## src/rtl/core/smpg_pkg.sv

```systemverilog
package smpg_pkg;

   localparam int SMPG_COS_DEPTH     = 256;
   localparam int SMPG_FRACTION_BITS = 16;

   localparam int ANGLE_W     = 12;
   localparam int TIME_W      = 16;
   localparam int PULSE_W     = 12;
   localparam int SPEED_W     = 16;
   localparam int CSR_DATA_W  = 16;
   localparam int CSR_INDEX_W = 2;

   // speed numerator after dropping the fraction bits
   localparam int SPEED_NUM_W = 24;

   typedef enum logic [CSR_INDEX_W-1:0] {
      CSR_PROFILE_MODE = 2'd0,
      CSR_SWEEP_TIME   = 2'd1,
      CSR_MIN_PULSE    = 2'd2,
      CSR_MAX_PULSE    = 2'd3
   } csr_index_type;

   // profile_mode register values
   localparam logic PROFILE_TRAPEZOID = 1'b0;
   localparam logic PROFILE_SCURVE    = 1'b1;

   localparam logic                MODE_RESET  = 1'b1;
   localparam logic [TIME_W-1:0]  SWEEP_RESET = 16'd2000;
   localparam logic [PULSE_W-1:0] MIN_RESET   = 12'd500;
   localparam logic [PULSE_W-1:0] MAX_RESET   = 12'd2500;

   localparam logic [63:0] HALF_PI_Q30 = 64'd1686629713;
   localparam logic [63:0] Q30_ONE     = 64'd1073741824;

   localparam logic [63:0] TAYLOR_DIV [12] = '{
      64'd6, 64'd20, 64'd42, 64'd72, 64'd110, 64'd156,
      64'd210, 64'd272, 64'd342, 64'd420, 64'd506, 64'd600
   };

   typedef struct packed {
      logic [ANGLE_W-1:0] start_angle;
      logic [ANGLE_W-1:0] target_angle;
      logic               sweep_done;
   } prof_pay_type;

   typedef struct packed {
      logic [PULSE_W-1:0] pulse_width_us;
      logic [ANGLE_W-1:0] angle_now;
      logic               sweep_done;
      logic               speed_sat;
   } scale_pay_type;

   // sin(x) in Q30 by integer Taylor series; only used for table constants
   function automatic logic [30:0] sine_q30(input logic [63:0] x);
      logic [63:0]        x2;
      logic [63:0]        term;
      logic signed [65:0] acc;
      x2   = (x * x) >> 30;
      term = x;
      acc  = $signed({2'b00, x});
      for (int k = 0; k < 12; k++) begin
         term = ((term * x2) >> 30) / TAYLOR_DIV[k];
         if (k[0] == 1'b0) acc = acc - $signed({2'b00, term});
         else              acc = acc + $signed({2'b00, term});
      end
      if (acc < 0) return 31'd0;
      if (acc > $signed({2'b00, Q30_ONE})) return Q30_ONE[30:0];
      return acc[30:0];
   endfunction

endpackage

```

## src/rtl/core/smpg_scale.sv

```systemverilog
module smpg_scale import smpg_pkg::*; #(
   parameter int FRACTION_BITS = SMPG_FRACTION_BITS
) (
   input  logic                   clock,
   input  logic                   reset,
   input  logic                   en,
   input  logic                   in_valid,
   input  logic [FRACTION_BITS:0] in_pos,
   input  logic [FRACTION_BITS:0] in_spd,
   input  prof_pay_type           in_pay,
   input  logic [TIME_W-1:0]      sweep_time,
   input  logic [PULSE_W-1:0]     min_pulse,
   input  logic [PULSE_W-1:0]     max_pulse,
   output logic                   out_valid,
   output scale_pay_type          out_pay,
   output logic [SPEED_NUM_W-1:0] out_num
);

   localparam int FB = FRACTION_BITS;
   localparam int PW = FB + 1;
   localparam int XW = 12 + PW;
   localparam int NW = FB + SPEED_NUM_W;

   // x / 2880 == (x * RECIP) >> 36 for x < 2^25
   localparam logic [24:0] RECIP     = 25'd23860930;
   localparam int          RECIP_SH  = 36;
   localparam logic [24:0] HALF_FULL = 25'd1440;

   logic [4:0] valid_ff;

   // stage 0: angle delta times position and speed
   logic               dir;
   logic [ANGLE_W-1:0] diff;

   always_comb begin
      dir  = in_pay.target_angle >= in_pay.start_angle;
      diff = dir ? in_pay.target_angle - in_pay.start_angle
                 : in_pay.start_angle - in_pay.target_angle;
   end

   logic [XW-1:0]      pp_s0_ff, ps_s0_ff;
   logic               dir_s0_ff, done_s0_ff;
   logic [ANGLE_W-1:0] start_s0_ff;

   // stage 1: rounded angle, speed numerator
   logic [XW-1:0]      off_full;
   logic [ANGLE_W-1:0] off_a, angle;
   logic [NW-1:0]      num;

   always_comb begin
      off_full = (pp_s0_ff + (XW'(1) << (FB - 1))) >> FB;
      off_a    = off_full[ANGLE_W-1:0];
      angle    = dir_s0_ff ? start_s0_ff + off_a : start_s0_ff - off_a;
      num      = NW'(ps_s0_ff) * NW'(1000) + (NW'(sweep_time) << (FB - 1));
   end

   logic [ANGLE_W-1:0]     angle_s1_ff;
   logic [SPEED_NUM_W-1:0] num_s1_ff;
   logic                   done_s1_ff;

   // pulse limits
   logic               swapped;
   logic [PULSE_W-1:0] lo, hi, span;

   always_comb begin
      swapped = max_pulse < min_pulse;
      lo      = swapped ? max_pulse : min_pulse;
      hi      = swapped ? min_pulse : max_pulse;
      span    = hi - lo;
   end

   logic [23:0]            pprod_s2_ff;
   logic [ANGLE_W-1:0]     angle_s2_ff;
   logic [SPEED_NUM_W-1:0] num_s2_ff;
   logic                   done_s2_ff, sat_s2_ff;

   logic [49:0]            qm_s3_ff;
   logic [ANGLE_W-1:0]     angle_s3_ff;
   logic [SPEED_NUM_W-1:0] num_s3_ff;
   logic                   done_s3_ff, sat_s3_ff;

   // stage 4: pulse offset and clamp
   logic [13:0]        off_p, sum_p;
   logic [PULSE_W-1:0] pulse;

   always_comb begin
      off_p = qm_s3_ff[RECIP_SH +: 14];
      sum_p = 14'(min_pulse) + off_p;
      if (!swapped) pulse = (sum_p > 14'(hi)) ? hi : sum_p[PULSE_W-1:0];
      else          pulse = (off_p >= 14'(span)) ? lo : min_pulse - off_p[PULSE_W-1:0];
   end

   always_ff @(posedge clock) begin
      if (reset) begin
         valid_ff <= '0;
      end else if (en) begin
         valid_ff <= {valid_ff[3:0], in_valid};
      end
   end

   always_ff @(posedge clock) begin
      if (en) begin
         pp_s0_ff    <= XW'(diff) * XW'(in_pos);
         ps_s0_ff    <= XW'(diff) * XW'(in_spd);
         dir_s0_ff   <= dir;
         done_s0_ff  <= in_pay.sweep_done;
         start_s0_ff <= in_pay.start_angle;

         angle_s1_ff <= angle;
         num_s1_ff   <= num[NW-1:FB];
         done_s1_ff  <= done_s0_ff;

         pprod_s2_ff <= 24'(span) * 24'(angle_s1_ff);
         angle_s2_ff <= angle_s1_ff;
         num_s2_ff   <= num_s1_ff;
         done_s2_ff  <= done_s1_ff;
         sat_s2_ff   <= TIME_W'(num_s1_ff[SPEED_NUM_W-1:SPEED_W]) >= sweep_time;

         qm_s3_ff    <= 50'(25'(pprod_s2_ff) + HALF_FULL) * 50'(RECIP);
         angle_s3_ff <= angle_s2_ff;
         num_s3_ff   <= num_s2_ff;
         done_s3_ff  <= done_s2_ff;
         sat_s3_ff   <= sat_s2_ff;

         out_pay.pulse_width_us <= pulse;
         out_pay.angle_now      <= angle_s3_ff;
         out_pay.sweep_done     <= done_s3_ff;
         out_pay.speed_sat      <= sat_s3_ff;
         out_num                <= num_s3_ff;
      end
   end

   assign out_valid = valid_ff[4];

endmodule

```

## config.mk

```make
export PLATFORM = sky130hd
export DESIGN_NAME = smpg_scale
export DESIGN_NICKNAME = d
export VERILOG_FILES = /design/src/rtl/core/smpg_pkg.sv /design/src/rtl/core/smpg_scale.sv
export SDC_FILE = /design/constraint.sdc
export NUM_CORES = 2
export LEC_CHECK = 0
export ABC_AREA = 1
export BUFFER_PORTS_ARGS = -buffer_cell sky130_fd_sc_hd__buf_2
export CORE_UTILIZATION = 31
export DETAILED_ROUTE_END_ITERATION = 6
export GPL_TIMING_DRIVEN = 0
export SLEW_MARGIN = 20
export SYNTH_ARGS = -nofsm -noshare
export SYNTH_HDL_FRONTEND = slang
export SYNTH_SLANG_ARGS = --single-unit
```

## constraint.sdc

```tcl
create_clock -name clock -period 6.98 [get_ports clock]
set_input_delay 0.698 -clock clock [delete_from_list [all_inputs] [get_ports clock]]
set_output_delay 0.698 -clock clock [all_outputs]
set_load 0.005 [all_outputs]
```

**Word-level counts from Yosys, hierarchy flattened**

Index checks and enable logic that the tools add are counted.

- Register bits after elaboration: 312
- Bits of input ports: 103
- Output and inout port bits: 51
- Word-level logic and storage cells: 51

- $add $sub $neg: 10
- $mul: 5
- Order comparisons: 5
- Muxes and demuxes: 7

Operators by type and width:

| kind | count |
|---|---|
| $mux 12 | 7 |
| $sub 12x12->12 | 5 |
| $mul 25x24->49 const B | 1 |
| $add 39x31->40 | 1 |
| $mul 29x7->36 const B | 1 |
| $mul 12x17->29 | 1 |
| $add 28x16->28 const B | 1 |
| $mul 12x17->28 | 1 |
| $add 24x11->25 const B | 1 |
| $mul 12x12->24 | 1 |
| $ge 8x16->1 | 1 |
| $add 12x14->14 | 1 |
| $ge 14x12->1 | 1 |
| $gt 14x12->1 | 1 |
| $add 12x12->12 | 1 |
| $ge 12x12->1 | 1 |
| $lt 12x12->1 | 1 |

**Depth between registers and ports, before layout**

- Depth in word-level cells: 6
- Gate-level depth with buffers: 42
- Mapped depth without buffers: 41

**Least setup slack after synthesis**

OpenSTA, ideal clock, no wires.

- Path kind: input -> register
- From: input port min_pulse[9]
- To: register pprod_s2_ff[19] (data pin)
- Library setup time: 259 ps
- Arrival: 7175 ps
- Data required time: 6721 ps
- Setup slack: -454 ps
- Stages on the path: 36
- Buffers on the path: 3
- Path through: inv_1 ha_1 a21oi_1 o21a_1 buf_4 nand3_4 buf_12 o21ai_2 nand2_2 ha_1 inv_1 nand2_4 nand3_2 nand3_2 xnor2_1 buf_6 or2_1 fa_1 fa_1 inv_1 fa_1 fa_1 inv_1 fa_1 inv_1 ha_1 nand2_1 nor2_1 o21ai_0 o211ai_1 a21oi_1 o21ai_0 a21boi_0 o21ai_0 nand2_1 nand2_1

- Word-level cells in the longest chain between the ends: 4
- Elaborated cells on any way between the ends: 5
- Those cells by class: add/sub: 1; mul: 1; order compare: 1; mux: 2

RTL lines:

| what | line | source |
|---|---|---|
| start: declaration | smpg_scale.sv:12 | `input logic [PULSE_W-1:0] min_pulse,` |
| $lt 12x12->1 | smpg_scale.sv:66 | `swapped = max_pulse < min_pulse;` |
| $mux 12 (on tied branches) | smpg_scale.sv:68, smpg_scale.sv:67 |  |
| $sub 12x12->12 * | smpg_scale.sv:69 | `span = hi - lo;` |
| $mul 12x12->24 * | smpg_scale.sv:113 | `pprod_s2_ff <= 24'(span) * 24'(angle_s1_ff);` |
| end signal: assignment | smpg_scale.sv:113 |  |
| end: declaration | smpg_scale.sv:72 | `logic [23:0] pprod_s2_ff;` |

Mark *: on every way between the ends. The rest lies on a longest branch, timed or not.
A chain may end at the register's enable or synchronous reset.

**Final worst setup path**

Ends and elaborated chain as after synthesis.

==> qor.yml <==
job:
  drv_cap: 0
synth:
  yosysTopAreaCell: "fa_1"
  synth_ff_type: "edfxtp_1"
  yosys.cell_types.count: 66
  syn-num-nets: 6626
  syn_inst: 5210
  synthesis.area_sq_um: 45800
  ys_ff_latch: 262
  synth.top_cells.by_area: "fa_1 (30%), ha_1 (17%), edfxtp_1 (17%)"
  synth_common_cells: "inv_1 (1166), nand2_1 (997), fa_1 (693)"
  syn_area_per_cell_sq_um: 8.79
  synth_top_area_share_pct: 30.3
  synth_seq_area_share_pct: 17.1
  yosysWarnings: 0
  synthArstFlopShare_pct: 0
  synth_edf_count: 257
  synthMostInstantiatedCell: "inv_1"
clock_tree:
  clock_path_buffers: 3
  cts_tree: "yes"
  cts-root-buf: "clkbuf_16"
  clk_latency_ps: 570
  numCtsBuffers: 35
  ctsHtreeMaxLevel: 2
  clk_pin_slew_ps: 50
  cts_hold_buf: 0
  clock_sinks: 262
layout:
  fin_util_pct: 36.6
  drive_gt1_share_pct: 13.5
  nNetsFinal: 6944
  num-fill-cells: 14900
  stdcell_count: 7475
  area_growth_pct: 16.7
grt:
  grt_use_total_pct: 15.8
  antenna_found_initial: 7
  grt_max_degree: 105
  grt_pass1_vias: 35400
  grt-ovfl-total: 0
  grt_pass1_wl_microns: 187000
sta:
  hold_viol: 0
  fmax_mhz: 147
  rsz0062_at_grt: "true"
  slew_headroom_pct: 44.9
  maxSlewViolCount: 0
  finalCritPeriodShare_pct: 97.6
  tightest_slew_ps: 820
  setup_viol: 0
  period_needed_ps: 6810
  skew_ps: 31.7
setup_path:
  critPathBufInv: 9
  slowest_delay_ps: 540
  critPathTopFamily: "adder cells"
  crit_required_ps: 7290
  crit_path_end_kind: "flip-flop"
  cpMaxStageDelayCell: "fa_1"
  path_class: "in2reg"
  worstPathArrival_ps: 7120
  cp_max_fo: 6
  startpoint_type: "primary input"
outcome:
  status: "completed"
die:
  start_util_pct: 31.3
  die_area_sq_um: 149000
  rows: 140
  io_pins: 154
  die_w_microns: 386
  core-area_sq_um: 146000
  fp.dieH_microns: 386
route:
  dr.pass1.iters: 6
  drt_iter0_drc: 2079
  num_vias: 35100
  ant_nets: 0
  routed_wirelength_microns: 118000
  drc: 0
  via_per_inst: 4.70
  wl_per_cell_microns: 15.8
placement:
  gp_congestion: 0.940
  io_buffers: 133
  place_inst: 7263
  hpwl_microns: 99600
min_path:
  worst_hold_path_type: "in2reg"
-- routing by layer --
layer	global-route usage, %	part of all wire (%)
met3	1.81	5.4
met2	26.0	47
met5	0	0
met1	21.6	44
met4	4.94	3.1
-- worst paths after layout --
path | cells past startpoint | slack (ps) | to | start
worst max register to register | 32 | 170 | qm_s3_ff[48]$_DFFE_PP_ | pprod_s2_ff[5]$_DFFE_PP_
worst min register to register | 0 | 420 | num_s3_ff[23]$_DFFE_PP_ | num_s2_ff[23]$_DFFE_PP_
worst max-delay path | 39 | 170 | pprod_s2_ff[19]$_DFFE_PP_ | min_pulse[9]
worst min-delay path | 1 | 340 | done_s0_ff$_DFFE_PP_ | in_pay[0]
-- state kept, by name, summed over array words and instances (netlist names), 14 cells and up --
signal       cells
out_num         24
num_s1_ff       24
pprod_s2_ff     24
num_s2_ff       24
qm_s3_ff        14
out_pay         26
num_s3_ff       24
ps_s0_ff        29
-- logic make-up after synthesis --
logic type,count (synthesis),synth area share (%)
fa+ha+maj,1313,47.2
flops,262,17.1
xor+xnor,191,3.72
compound gates,488,5.97
buf+inv,1272,10.6
mux,1,0.0219
simple gates,1683,15.3
-- placed cells by master, fill, tap and decap left out, drive strengths merged, types with 171 or more instances in the layout --
cell and count:
nand2 1025, edfxtp 257, nor2 378, ha 620, inv 1173, a21oi 248
nand3 171, fa 693, buf 323
-- worst register-to-register path, delay by kind of cell (launching register included) --
kind            cells  cell delay, ps
fa+ha+maj           9            3710
flops               1             390
compound gates      3             500
simple gates       12            1110
buf+inv             6             500
xor+xnor            2             370
-- through the flow --
step	setup slack [ps]	hold slack, ps	setup TNS, ps	area (sq um)
final	167	336	0	53400
after detailed placement	-1670	405	-59540	49200
after global routing	-173	308	-1310	53400
after floorplan	-32.8	400	-32.8	46000
after global placement	-1690	400	-59240	49100
after CTS	-7.58	297	-7.58	51600
-- timing repair --
item / CTS / global route
pin swaps: 45 / 157
buffers inserted: 57 / 90
setup endpoints to repair: 56 / 51
resized for setup: 193 / 310
-- cell type report --
cell class / instances / area [sq um] / area share [%]
Clock inverter: 24 / 280 / 0.524
Clock buffer: 38 / 908 / 1.70
Inverter: 1176 / 4490 / 8.40
Antenna cell: 5 / 12.5 / 0.0234
Buffer: 94 / 618 / 1.16
Tap cell: 1917 / 2400 / 4.49
Multi-Input combinational cell: 3676 / 34900 / 65.3
Timing Repair Buffer: 283 / 2010 / 3.77
Sequential cell: 262 / 7820 / 14.6
Power is not shown: default switching activity piles up to over one toggle a cycle in this logic, so the estimate is an artifact.
