$ cat config.mk
export PLATFORM = sky130hd
export DESIGN_NAME = smpg_divider
export DESIGN_NICKNAME = d
export VERILOG_FILES = /design/src/rtl/core/smpg_divider.sv
export SDC_FILE = /design/constraint.sdc
export NUM_CORES = 1
export LEC_CHECK = 0
export BUFFER_PORTS_ARGS = -buffer_cell sky130_fd_sc_hd__buf_2
export CAP_MARGIN = 30
export CELL_PAD_IN_SITES_DETAIL_PLACEMENT = 0
export CELL_PAD_IN_SITES_GLOBAL_PLACEMENT = 1
export CORE_MARGIN = 5
export CORE_UTILIZATION = 47
export CTS_CLUSTER_SIZE = 10
export DETAILED_ROUTE_END_ITERATION = 16
export PLACE_DENSITY = 0.77
export SLEW_MARGIN = 20
export SYNTH_ARGS = -nofsm -noshare
export SYNTH_HDL_FRONTEND = slang
export SYNTH_SLANG_ARGS = --single-unit
$ cat constraint.sdc
create_clock -name clock -period 3.6 [get_ports clock]
set_input_delay 0.54 -clock clock [delete_from_list [all_inputs] [get_ports clock]]
set_output_delay 0.54 -clock clock [all_outputs]
set_load 0.01 [all_outputs]
$ cat src/rtl/core/smpg_divider.sv
module smpg_divider #(
   parameter int DEN_W  = 16,
   parameter int Q_BITS = 16,
   parameter int PAY_W  = 1
) (
   input  logic              clock,
   input  logic              reset,
   input  logic              en,
   input  logic              in_valid,
   input  logic [DEN_W-1:0]  in_rem,
   input  logic [Q_BITS-1:0] in_low,
   input  logic [DEN_W-1:0]  den,
   input  logic [PAY_W-1:0]  in_pay,
   output logic              out_valid,
   output logic [Q_BITS-1:0] out_quot,
   output logic [PAY_W-1:0]  out_pay
);

   // one restoring step per stage, quotient MSB first
   logic [Q_BITS-1:0] valid_ff;
   logic [Q_BITS-1:0] valid_in;
   logic [DEN_W-1:0]  rem_ff   [Q_BITS];
   logic [DEN_W-1:0]  rem_src  [Q_BITS];
   logic [DEN_W-1:0]  rem_in   [Q_BITS];
   logic [Q_BITS-1:0] low_ff   [Q_BITS];
   logic [Q_BITS-1:0] low_src  [Q_BITS];
   logic [Q_BITS-1:0] quot_ff  [Q_BITS];
   logic [Q_BITS-1:0] quot_src [Q_BITS];
   logic [Q_BITS-1:0] quot_in  [Q_BITS];
   logic [PAY_W-1:0]  pay_ff   [Q_BITS];
   logic [PAY_W-1:0]  pay_src  [Q_BITS];
   logic [DEN_W:0]    shifted  [Q_BITS];
   logic [Q_BITS-1:0] fits;

   always_comb begin
      valid_in[0] = in_valid;
      rem_src[0]  = in_rem;
      low_src[0]  = in_low;
      quot_src[0] = '0;
      pay_src[0]  = in_pay;
      for (int k = 1; k < Q_BITS; k++) begin
         valid_in[k] = valid_ff[k-1];
         rem_src[k]  = rem_ff[k-1];
         low_src[k]  = low_ff[k-1];
         quot_src[k] = quot_ff[k-1];
         pay_src[k]  = pay_ff[k-1];
      end
      for (int k = 0; k < Q_BITS; k++) begin
         shifted[k] = {rem_src[k], low_src[k][Q_BITS-1]};
         fits[k]    = shifted[k] >= {1'b0, den};
         rem_in[k]  = fits[k] ? DEN_W'(shifted[k] - {1'b0, den}) : shifted[k][DEN_W-1:0];
         quot_in[k] = Q_BITS'({quot_src[k], fits[k]});
      end
   end

   always_ff @(posedge clock) begin
      if (reset) begin
         valid_ff <= '0;
      end else if (en) begin
         valid_ff <= valid_in;
      end
   end

   always_ff @(posedge clock) begin
      if (en) begin
         for (int k = 0; k < Q_BITS; k++) begin
            rem_ff[k]  <= rem_in[k];
            low_ff[k]  <= low_src[k] << 1;
            quot_ff[k] <= quot_in[k];
            pay_ff[k]  <= pay_src[k];
         end
      end
   end

   assign out_valid = valid_ff[Q_BITS-1];
   assign out_quot  = quot_ff[Q_BITS-1];
   assign out_pay   = pay_ff[Q_BITS-1];

endmodule

After elaboration in Yosys (flattened, before gate mapping)
Memory sizes are Yosys's and may differ from the RTL's.
Index checks and enable logic that the tools add are counted.
{"block": "totals", "elab_cells": 55, "input_bits": 53, "ff_bits": 16, "memories": 4, "ram_bits": 768}
{"memory": "quot_ff", "words": 16, "word_bits": 16, "rd": 16, "rd_ports_with_merged_regs": 0, "wr": 16, "line_no": "27", "source": "logic [Q_BITS-1:0] quot_ff [Q_BITS];"}
{"memory": "rem_ff", "words": 16, "word_bits": 16, "rd": 15, "rd_ports_with_merged_regs": 0, "wr": 16, "line_no": "22", "source": "logic [DEN_W-1:0] rem_ff [Q_BITS];"}
{"memory": "low_ff", "words": 16, "word_bits": 15, "rd": 15, "rd_ports_with_merged_regs": 0, "wr": 16, "line_no": "25", "source": "logic [Q_BITS-1:0] low_ff [Q_BITS];"}
{"memory": "pay_ff", "words": 16, "word_bits": 1, "rd": 16, "rd_ports_with_merged_regs": 0, "wr": 16, "line_no": "30", "source": "logic [PAY_W-1:0] pay_ff [Q_BITS];"}
{"block": "classes", "add_sub_neg": 16, "order_cmp": 16, "n_mux": 18}
{"op": "$ge A17 B16 Y1", "n": 16}
{"op": "$mux W16", "n": 16}
{"op": "$sub A16 B16 Y16", "n": 16}
{"op": "$mux W1", "n": 2}

Depth between registers and ports, before layout
Gate-level depths: netlist of the first run.
An unclocked memory read counts as a cell.
{"block": "depth", "ltp_word": 3, "mapped_depth": 14}

Worst setup path after synthesis of the first run
Ideal clock, no wire load.
{"block": "synth_timing", "path_kind": "input to register", "start": "input den[1]", "end": "memory rem_ff[9][8] (netlist: rem_ff[1][24]) (data pin)", "path_slack_ns": -0.228, "required_ns": 3.338, "arrival_ns": 3.566, "cell_stages": 12, "setup_time_ns": 0.262, "n_path_buf": 1, "path_cell_list": "inv_1 -> ha_1 -> nor2b_1 -> o31a_1 -> o31a_1 -> nor4_2 -> nor4b_1 -> o21a_1 -> o31a_1 -> nor4_4 -> buf_6 -> mux2_1"}
{"element": "from (decl)", "line_no": "12", "source": "input logic [DEN_W-1:0] den,"}
{"element": "to (decl)", "line_no": "22"}

==> summary.md, run 1 <==
| Metric | Value |
|---|---|
| Async S/R FF share, synth | 0% |
| Yosys top cell area share | slightly above 50% |
| Antenna violations before repair | 0 |
| Worst setup SP type | register |
| Switching share of power | 35.22% |
| Distinct cell type count after synthesis | 70 |
| Synth area leaders | edfxtp_1 (52%), ha_1 (11%), mux2_2 (4.5%) |
| Count leader, synth | edfxtp_1 |
| Worst slew pin tran | between 800 and 900 ps |
| Inserted Diodes | 0 |
| Cells after Synth | ~2,500 |
| Reg-to-reg startpoint | rem_ff[1][0] |
| Syn avg cell area | between 10 and 15 um^2 |
| Non-Filler Instances | approximately 3,700 |
| I/O pin count | roughly 70 |
| R2r setup slk | ~190 ps |
| Post-synth top cells | edfxtp_1 (512), ha_1 (256), nor2_1 (203) |
| Crit path from | rem_ff[1][0] |
| Htree depth | 3 |
| Deepest clock path buffer count | 3 |
| Mapped Nets | approximately 2,800 |
| Die Y | 260.9 um |
| Final hold slack | 91.05 ps |
| Crit Path Category | register to register |
| Die ar. | just under 70,000 um^2 |
| Clk slew on worst S/H paths | 50 ps |
| Vias/cell | approximately 5.5 |
| TritonCTS clock tree | done |
| First-pass GRT wire length | 109,800 um |
| Clock sink count | 528 |
| Terminus of the critical flop-to-flop path | rem_ff[1][26] |
| Gr ovfl total | 0 |
| Rows | 92 |
| Clk_lat worst skew | approximately 620 ps |
| Synth area leader | edfxtp_1 |
| Critical-path maximum fanout | 15 |
| GP Congestion | roughly 0.90 |
| Synthesis Warnings | 0 |
| RSZ-0062 raised after global routing | no |
| Switching pwr | roughly 0.011 W |
| Fin. max-slew vios | 0 |
| CP max stage cell | edfxtp_1 |
| TNS Setup | 0 ps |
| Dpl cells | 3,545 |
| Internal power contribution | roughly 0.020 W |
| Main synth FF type | edfxtp_1 |
| Final setup fails | 0 |
| Final Hold Viols | 0 |
| Synth-to-layout area growth | 17.52% |
| Total leakage power | 13.89 nW |
| Crit-path leading delay family | compound AO/OA/AOI/OAI gates |
| Dpl ws | -279.2 ps |
| P per Cell Area | a little under 900 nW/um^2 |
| Mapped Area | 29,590 um^2 |
| Post-synthesis sequential area ratio | 53.05% |
| Setup Fix Bufs, Post-CTS | 0 |
| Setup ws final | between 150 and 200 ps |
| DR DRC count | 0 |
| Total GRT Usage | 20.36% |
| Starting Density | between 40% and 50% |
| Register bit total from synthesis | approximately 530 |
| Crit path cell chain | ha_4 > nor2b_1 > o31a_1 > o31a_1 > nor4_2 > nor4b_1 > o21a_1 > o31a_1 > nor4_4 > buf_12 > mux2_1 |
| Clock Skew | 35.61 ps |
| Hold buffers post-CTS | 0 |
| WHS Path Cells | 1 |
| Post-synth EDFFs | 512 |
| Root Buffer | clkbuf_16 |
| Clock group share of total power | around a fifth |
| Crit path DAT | roughly 3800 ps |
| Nets | a little over 3,000 |
| Max-Cap Viols | 0 |
| CP Buf/Inv Count | 1 |
| Largest net degree at the start of global routing | 83 |
| Max Clock Freq | 0.2929 GHz |
| Routed wire length | slightly below 70,000 um |
| Fin crit share | 94.85% |
| PortBufs | 70 |
| Outcome | finished, final reports clean |
| Crit. End Element | register |
| Combinational power share | 46.3% |
| CTS Buf Count | between 60 and 70 |
| Post-CTS sizing | 0 |
| Max stage delay on crit path | 440 ps |
| HP Class | input port to register |
| Critical Path Most Common Cell | o31a_1 |
| Pre-antenna DRT Iters | 5 |
| VDD IR max | about 0.38 mV |
| Wire per inst | around 19 um |
| Starting DRT DRC Count | 1,236 |
| Post-DP HPWL | around 51,000 um |
| DR vias | around 20,000 |
| Setup crit end | rem_ff[1][26] |
| Sequential share of power | 33.8% |
| DRT antenna net count | 0 |
| Vias in the first global route | a little over 20,000 |
| R2R cell count | 11 |
| Cell depth of the worst setup path | 11 |
| Layout cell share with drive strength beyond 1 | between 10% and 20% |
| Die width | 260.9 um |
| WP data required | a little under 4000 ps |
| Post-route minimum period | 3415 ps |
| Slew Limit Headroom | 43.81% |
| Core footprint | 62,740 um^2 |
layout make-up:
type	count	area, um^2
fillers	5220	27960
flip-flops and latches	528	15700
multi-input cells	1784	13300
repair buffers	295	2387
clock buffers	87	1730
well taps	846	1059
inverters	92	352.8
clock inverters	20	245.2
stage by stage:
stage	utilization (%)	area, um^2	power [W]
CTS	55.43	34770	0.03047
floorplan	-	29630	0.01975
detailed placement	52.28	32800	0.02423
global placement	52.28	32800	0.02394
global route	55.43	34770	0.03249
finish	55.43	34770	0.03030
cells by family (layout without fill, tap and decap cells):
logic type	Yosys count	count (layout)	share of synthesized area, %
compound gates	599	599	12.67
xor+xnor	172	172	5.092
fa+ha+maj	271	271	11.84
buf+inv	150	494	2.174
flops	528	528	53.05
mux	159	159	5.908
simple gates	583	583	9.270
worst register-to-register path: cells and delay by family, from the launching register on:
kind	cells	cell delay (ps)
adders and majority gates	1	260
AOI/OAI and AO/OA	4	1040
and+or+nand+nor	4	880
muxes	1	350
DFF	1	440
buffers and inverters	1	200
per-layer routing:
metal	global-route usage, %	vias up	wire length (um)
met4	6.692	0	2051
met3	3.483	118	2934
li1	-	9915	-
met2	34.50	388	33430
met1	26.76	9653	30770
met5	0	-	0
power by group through the flow:
stage,Clock (W),Sequential (W),Combinational (W)
final,0.00602,0.0102,0.0140
after global routing,0.00650,0.0104,0.0156
after CTS,0.00623,0.0102,0.0140
after detailed placement,0,0.0103,0.0139
after global placement,0,0.0103,0.0136
after floorplan,0,0.00981,0.00994
sequential cells by signal, indices dropped and copies added (netlist names):
register / flops
low_ff: 120
quot_ff: 136
pay_ff: 16
valid_ff: 16
rem_ff: 240
worst min path at each step:
stage             startpoint              to  slack [ps]
2_1_floorplan  low_ff[0][84]  low_ff[0][100]         400
3_3_place_gp   low_ff[1][40]   low_ff[1][56]         400
3_5_place_dp    low_ff[0][9]   low_ff[0][25]         400
4_1_cts            in_low[2]    low_ff[0][2]          60
5_1_grt            in_low[2]    low_ff[0][2]          60
6_report          in_low[12]   low_ff[0][12]          90
cell usage in the layout, fill, tap and decap left out, types with 34 or more instances in the layout:
master,n
o21ai_0,132
nand2_1,135
nand3_1,35
xnor2_1,106
a21oi_1,201
buf_2,69
nor3_1,45
ha_1,254
nor2_1,203
a21o_1,59
clkbuf_16,66
mux2i_1,34
nor2b_1,44
buf_4,198
o21a_1,42
edfxtp_1,512
mux2_2,118
xor2_1,66
inv_1,89
Note: power is estimated with default switching activity, not from simulation.
==> run 2: changes to the inputs <==
- CORE_UTILIZATION: 47 -> 56
- PLACE_DENSITY: 0.77 -> 0.86
- clock period: 3.6 -> 4.3 ns (I/O delays scaled with it)
==> run 2 against run 1 <==
  * Count of clock-buffer cells in the layout increased by 2
  * Via count decreased by 2.3%
  * Utilization is 7.5 points higher
  * Clock skew fell by 1.3 ps
  * Critical path depth up 1
  * Total power down 21%
  * Clock power decreased by 24%
  * Hold slack better by 90 ps
  * Combinational power shrank 23%
  * Global-route usage up 2.2 points
  * Sequential power is 16% lower
  * Setup slack gained 660 ps
==> summary.md, run 2 (synthesis gave the netlist of run 1 again) <==
| Metric | Value |
|---|---|
| Outcome | finished, final reports clean |
| Starting DRT DRC Count | between 1,000 and 1,500 |
| RSZ-0062 raised after global routing | no |
| Gr ovfl total | 0 |
| Deepest clock path buffer count | 3 |
| Fin crit share | ~80% |
| Post-route minimum period | around 3500 ps |
| Clk_lat worst skew | 640 ps |
| Setup crit end | rem_ff[0][54] |
| Hold buffers post-CTS | 0 |
| Final Hold Viols | 0 |
| CTS Buf Count | 61 |
| Synth-to-layout area growth | 11.54% |
| Die width | 239.9 um |
| Non-Filler Instances | around 3,300 |
| Reg-to-reg startpoint | rem_ff[1][80] |
| Most common cell after layout, fill and taps aside | edfxtp_1 |
| Critical-path maximum fanout | 17 |
| Fillcell total | 4,061 |
| Clock Skew | roughly 34 ps |
| Total GRT Usage | approximately 23% |
| Crit path cell chain | buf_2 > buf_4 > ha_1 > nor2b_1 > o31a_1 > o31ai_1 > a31oi_1 > a211o_1 > a31oi_1 > o21ai_1 > a211o_1 > mux2_2 |
| Crit Path Category | input port to register |
| Slew Limit Headroom | about 44% |
| VDD IR max | about 0.40 mV |
| CP max stage cell | a211o_1 |
| Layout cell share with drive strength beyond 1 | 13.36% |
| Setup Fix Bufs, Post-CTS | 0 |
| I/O pin count | 71 |
| Max stage delay on crit path | ~590 ps |
| Final setup fails | 0 |
| Routed wire length | around 66,000 um |
| Antenna violations before repair | 2 |
| Worst setup SP type | input port |
| HP Class | input port to register |
| Reg with most FFs | rem_ff |
| WP data required | approximately 4700 ps |
| Crit. End Element | register |
| First-pass GRT wire length | about 100,000 um |
| PortBufs | 70 |
| Root Buffer | clkbuf_16 |
| Commonest cells after routing, fill and taps aside | edfxtp_1 (512), ha_1 (256), nor2_1 (203), a21oi_1 (201), nand2_1 (135) |
| P per Cell Area | 724.1 nW/um^2 |
| Die Y | 239.9 um |
| R2r setup slk | 850 ps |
| Terminus of the critical flop-to-flop path | rem_ff[1][104] |
| Crit path from | den[0] |
| TNS Setup | 0 ps |
| Post-CTS sizing | 0 |
| Hold_sp | in_low[11] |
| Dpl cells | 3,233 |
| Pre-antenna DRT Iters | 5 |
| Clock sink count | between 500 and 600 |
| Worst slew pin tran | between 800 and 900 ps |
| Max-Cap Viols | 0 |
| Vias/cell | a little under 6 |
| Post-DP HPWL | approximately 47,000 um |
| Fin. max-slew vios | 0 |
| Htree depth | 2 |
| Max Clock Freq | 0.2892 GHz |
| Die ar. | approximately 58,000 um^2 |
| Inserted Diodes | 0 |
| DR vias | roughly 20,000 |
| Largest net degree at the start of global routing | roughly 100 |
| Wire per inst | between 15 and 20 um |
| Top Registers | rem_ff: 240 flops, quot_ff: 136 flops, low_ff: 120 flops |
| DRT antenna net count | 0 |
| Core footprint | approximately 52,000 um^2 |
| TritonCTS clock tree | done |
| GP Congestion | 0.9229 |
| DR DRC count | 0 |
| Starting Density | a little under three fifths |
| R2R cell count | 12 |
| Nets | about 3,000 |
| Rows | 84 |
| Total leakage power | between 10 and 15 nW |
| Vias in the first global route | between 15,000 and 20,000 |
| Max reg flops | 240 |
| Clk slew on worst S/H paths | 50 ps |
| Crit path DAT | between 3000 and 4000 ps |
## run 2: worst min path at each step
stage | to | slack [ps] | cells past startpoint
final | low_ff[0][11] | 180 | 1
after global routing | low_ff[0][11] | 150 | 1
after CTS | low_ff[0][11] | 140 | 1
after detailed placement | low_ff[0][27] | 400 | 0
after global placement | quot_ff[1][52] | 400 | 0
after floorplan | low_ff[0][100] | 400 | 0
## run 2: stage by stage
step                cell area [um^2]  worst slack (ps)  total power [W]  util [%]  hold WS [ps]
global route                   33000             646.2          0.02554     62.93         145.4
detailed placement             31260             203.2          0.01924     59.61         404.5
CTS                            33000             861.4          0.02397     62.93         137.9
finish                         33000             842.6          0.02390     62.93         181.1
global placement               31260             281.9          0.01891     59.61         400.4
floorplan                      29590             366.5          0.01651         -         400.3
## run 2: critical path: cells and delay by family
kind / cells / cell delay [ps]
AOI/OAI and AO/OA: 7 / 1870
adders and majority gates: 1 / 180
buffers and inverters: 2 / 650
muxes: 1 / 390
and+or+nand+nor: 1 / 70
## run 2: layout make-up
| type | instances | area, um^2 | area share [%] |
|---|---|---|---|
| clock buffer | 89 | 1632 | 4.944 |
| clock inverter | 9 | 108.9 | 0.3298 |
| inverter | 92 | 345.3 | 1.046 |
| multi-input combinational | 1784 | 13270 | 40.20 |
| sequential | 528 | 15700 | 47.56 |
| tap | 688 | 860.8 | 2.608 |
| timing repair buffer | 141 | 1094 | 3.314 |
## run 2: where the power goes
| group | leakage (nW) | switching (W) | internal, W | total (W) |
|---|---|---|---|---|
| combinational | 7.04 | 0.00569 | 0.00507 | 0.0108 |
| sequential | 5.12 | 0.000787 | 0.00775 | 0.00854 |
| clock | 0.832 | 0.00199 | 0.00261 | 0.00460 |
| total | 13.0 | 0.00847 | 0.0154 | 0.0239 |
## run 2: metal layers
metal  vias to the layer above  share of wire [%]  track usage [%]
met5                         -                  0                0
met4                         0                3.2            7.376
met3                       137                5.0            3.177
li1                       9591                  -                -
met1                      9415                 44            30.13
met2                       473                 48            38.50
==> run 3: changes to the inputs <==
- CORE_UTILIZATION: 56 -> 52
- PLACE_DENSITY: 0.86 -> 0.8
- clock period: 4.3 -> 3.6 ns (I/O delays scaled with it)
==> run 3 against run 2 <==
  * Cell count increased by 7.0%
  * Wire length increased by 7.3%
  * Count of clock-buffer cells in the layout shrank 9
  * Hold slack worse by 81 ps
  * Combinational power grew 31%
  * Utilization decreased by 1.5 points
  * Clock skew decreased by 2.9 ps
  * First-iteration DRC count grew 9.1%
  * Design area increased by 5.0%
  * Global-route usage is 0.24 points lower
  * Sequential share of layout area decreased by 2.3 points
  * Via count is 4.3% higher
==> summary.md, run 3 (synthesis gave the netlist of run 1 again) <==
| Metric | Value |
|---|---|
| First-pass GRT wire length | 111,100 um |
| Terminus of the critical flop-to-flop path | rem_ff[1][31] |
| Antenna violations before repair | 1 |
| Crit-path leading delay family | compound AO/OA/AOI/OAI gates |
| Vias/cell | ~5.7 |
| Synth-to-layout area growth | 17.16% |
| DR WL met2 | approximately 35,000 um |
| Wire per inst | approximately 20 um |
| Slew Limit Headroom | slightly below 40% |
| Max-Cap Viols | 0 |
| Deepest clock path buffer count | 3 |
| Rows | a little under 90 |
| Worst setup SP type | register |
| Internal power contribution | between 0.015 and 0.02 W |
| Core footprint | 56,390 um^2 |
| Final Hold Viols | 0 |
| Most common cell after layout, fill and taps aside | edfxtp_1 |
| DP Area | 32,730 um^2 |
| Top Registers | rem_ff: 240 flops, quot_ff: 136 flops, low_ff: 120 flops |
| Post-route minimum period | roughly 3500 ps |
| Crit path DAT | roughly 3800 ps |
| Fin crit share | roughly 97% |
| Root Buffer | clkbuf_16 |
| R2r setup slk | about 120 ps |
| Cell depth of the worst setup path | 11 |
| Post-CTS sizing | 0 |
| Setup Fix Bufs, Post-CTS | 0 |
| Met1 WL | 30,510 um |
| Fin. max-slew vios | 0 |
| Setup crit end | rem_ff[1][31] |
| Sequential share of power | 33.8% |
| I/O pin count | between 70 and 80 |
| GP Congestion | 0.9290 |
| Starting Density | a little over half |
| Crit Path Category | register to register |
| Clk slew on worst S/H paths | ~50 ps |
| Routed wire length | 70,560 um |
| Max reg flops | 240 |
| Combinational power share | between 40% and 50% |
| DR top layer | met4 |
| Max Clock Freq | around 0.29 GHz |
| PortBufs | 70 |
| Worst slew pin tran | between 900 and 1000 ps |
| Commonest cells after routing, fill and taps aside | edfxtp_1 (512), ha_1 (254), buf_4 (212), nor2_1 (203), a21oi_1 (201) |
| Critical-path maximum fanout | 9 |
| Hold_sp | in_low[13] |
| TritonCTS clock tree | done |
| Met3 WL | between 3000 and 4000 um |
| Clock sink count | roughly 530 |
| CP Buf/Inv Count | 1 |
| RSZ-0062 raised after global routing | no |
| Total leakage power | roughly 14 nW |
| WP data required | about 4000 ps |
| Largest net degree at the start of global routing | 95 |
| Vias in the first global route | 20,560 |
| DR vias | a little over 20,000 |
| Final instance area | about 35,000 um^2 |
| Inserted Diodes | 0 |
| Reg-to-reg startpoint | rem_ff[1][0] |
| Final setup fails | 0 |
| Die ar. | between 60,000 and 70,000 um^2 |
| VDD IR max | about 0.39 mV |
| Die Y | roughly 250 um |
| Fillcell total | around 4,500 |
| CP max stage cell | edfxtp_1 |
| Gr ovfl total | 0 |
| Switching share of power | between 30% and 40% |
| Pre-antenna DRT Iters | 6 |
| CTS Buf Count | 66 |
| Clock Skew | around 31 ps |
| Nets | about 3,100 |
| Reg with most FFs | rem_ff |
| Clock group share of total power | approximately a fifth |
| Crit. End Element | register |
| Post-DP HPWL | a little over 50,000 um |
| Crit path cell chain | ha_4 > nor2b_1 > o31a_1 > o31a_1 > nor4_2 > nor4b_1 > o21a_1 > o31a_1 > nor4_4 > buf_4 > mux2_2 |
| Critical Path Most Common Cell | o31a_1 |
| P per Cell Area | ~880 nW/um^2 |
| Max stage delay on crit path | ~460 ps |
| Layout cell share with drive strength beyond 1 | approximately a fifth |
| Crit path from | rem_ff[1][0] |
| Final design utilization | approximately three fifths |
| Clk_lat worst skew | approximately 620 ps |
| DRT antenna net count | 0 |
| R2R cell count | 11 |
| Switching pwr | 0.01076 W |
| DR DRC count | 0 |
| HP Class | input port to register |
| Total GRT Usage | about 22% |
| Hold buffers post-CTS | 0 |
| Starting DRT DRC Count | around 1,400 |
| Htree depth | 3 |
| Die width | roughly 250 um |
| Outcome | finished, final reports clean |
[run 3: cell types whose count changed in the layout (fill, tap and decap cells not counted), moves of 2 or more]
cell,previous run,this run
clkinv_16,2,4
ha_1,256,254
buf_4,55,212
inv_1,91,89
clkbuf_1,28,13
ha_4,0,2
clkinvlp_4,0,3
clkbuf_16,61,66
buf_12,16,24
clkinv_1,5,7
clkinv_2,1,5
[run 3: cell type report]
class | instances | area, um^2 | share of cell area [%]
multi-input cells | 1784 | 13300 | 38.38
clock inverters | 19 | 220.2 | 0.6353
clock buffers | 80 | 1714 | 4.945
well taps | 756 | 945.9 | 2.729
inverters | 92 | 352.8 | 1.018
flip-flops and latches | 528 | 15700 | 45.28
repair buffers | 306 | 2432 | 7.017
[run 3: power by group through the flow]
stage,logic (W),clock network [W],registers (W)
2_1_floorplan,0.00994,0,0.00981
3_3_place_gp,0.0135,0,0.0103
3_5_place_dp,0.0139,0,0.0103
4_1_cts,0.0141,0.00617,0.0103
5_1_grt,0.0156,0.00641,0.0104
6_report,0.0141,0.00600,0.0103
[run 3: how the worst min path moves through the flow]
stage / end / cells after the start / slack (ps)
finish: low_ff[0][13] / 1 / 100
global route: pay_ff[0][0] / 1 / 80
CTS: low_ff[0][13] / 1 / 60
detailed placement: low_ff[0][41] / 0 / 400
global placement: low_ff[1][40] / 0 / 400
floorplan: low_ff[0][100] / 0 / 400
[run 3: stage by stage]
step                      TNS [ps]  std cells  setup WS (ps)  power [W]  hold WS [ps]
after floorplan              -2339       2462         -182.4    0.01975         400.3
after global placement      -11600       3466         -214.8    0.02384         400.2
after detailed placement    -15790       3466         -270.3    0.02424         404.5
after CTS                        0       3565          129.3    0.03048         62.08
after global routing             0       3565          16.43    0.03241         77.24
final                            0       3565          124.7    0.03039         99.91
[run 3: worst register-to-register path, stage by stage, from the launching register on]
cell and delay, ps:
edfxtp_1 460, ha_4 280, nor2b_1 140, o31a_1 260
o31a_1 270, nor4_2 270, nor4b_1 110, o21a_1 200
o31a_1 310, nor4_4 330, buf_4 230, mux2_2 350
[run 3: metal layers]
| metal | global-route usage (%) | up-vias |
|---|---|---|
| li1 | - | 9920 |
| met1 | 28.94 | 9894 |
| met2 | 38.87 | 487 |
| met3 | 3.490 | 153 |
| met4 | 6.968 | 0 |
| met5 | 0 | - |
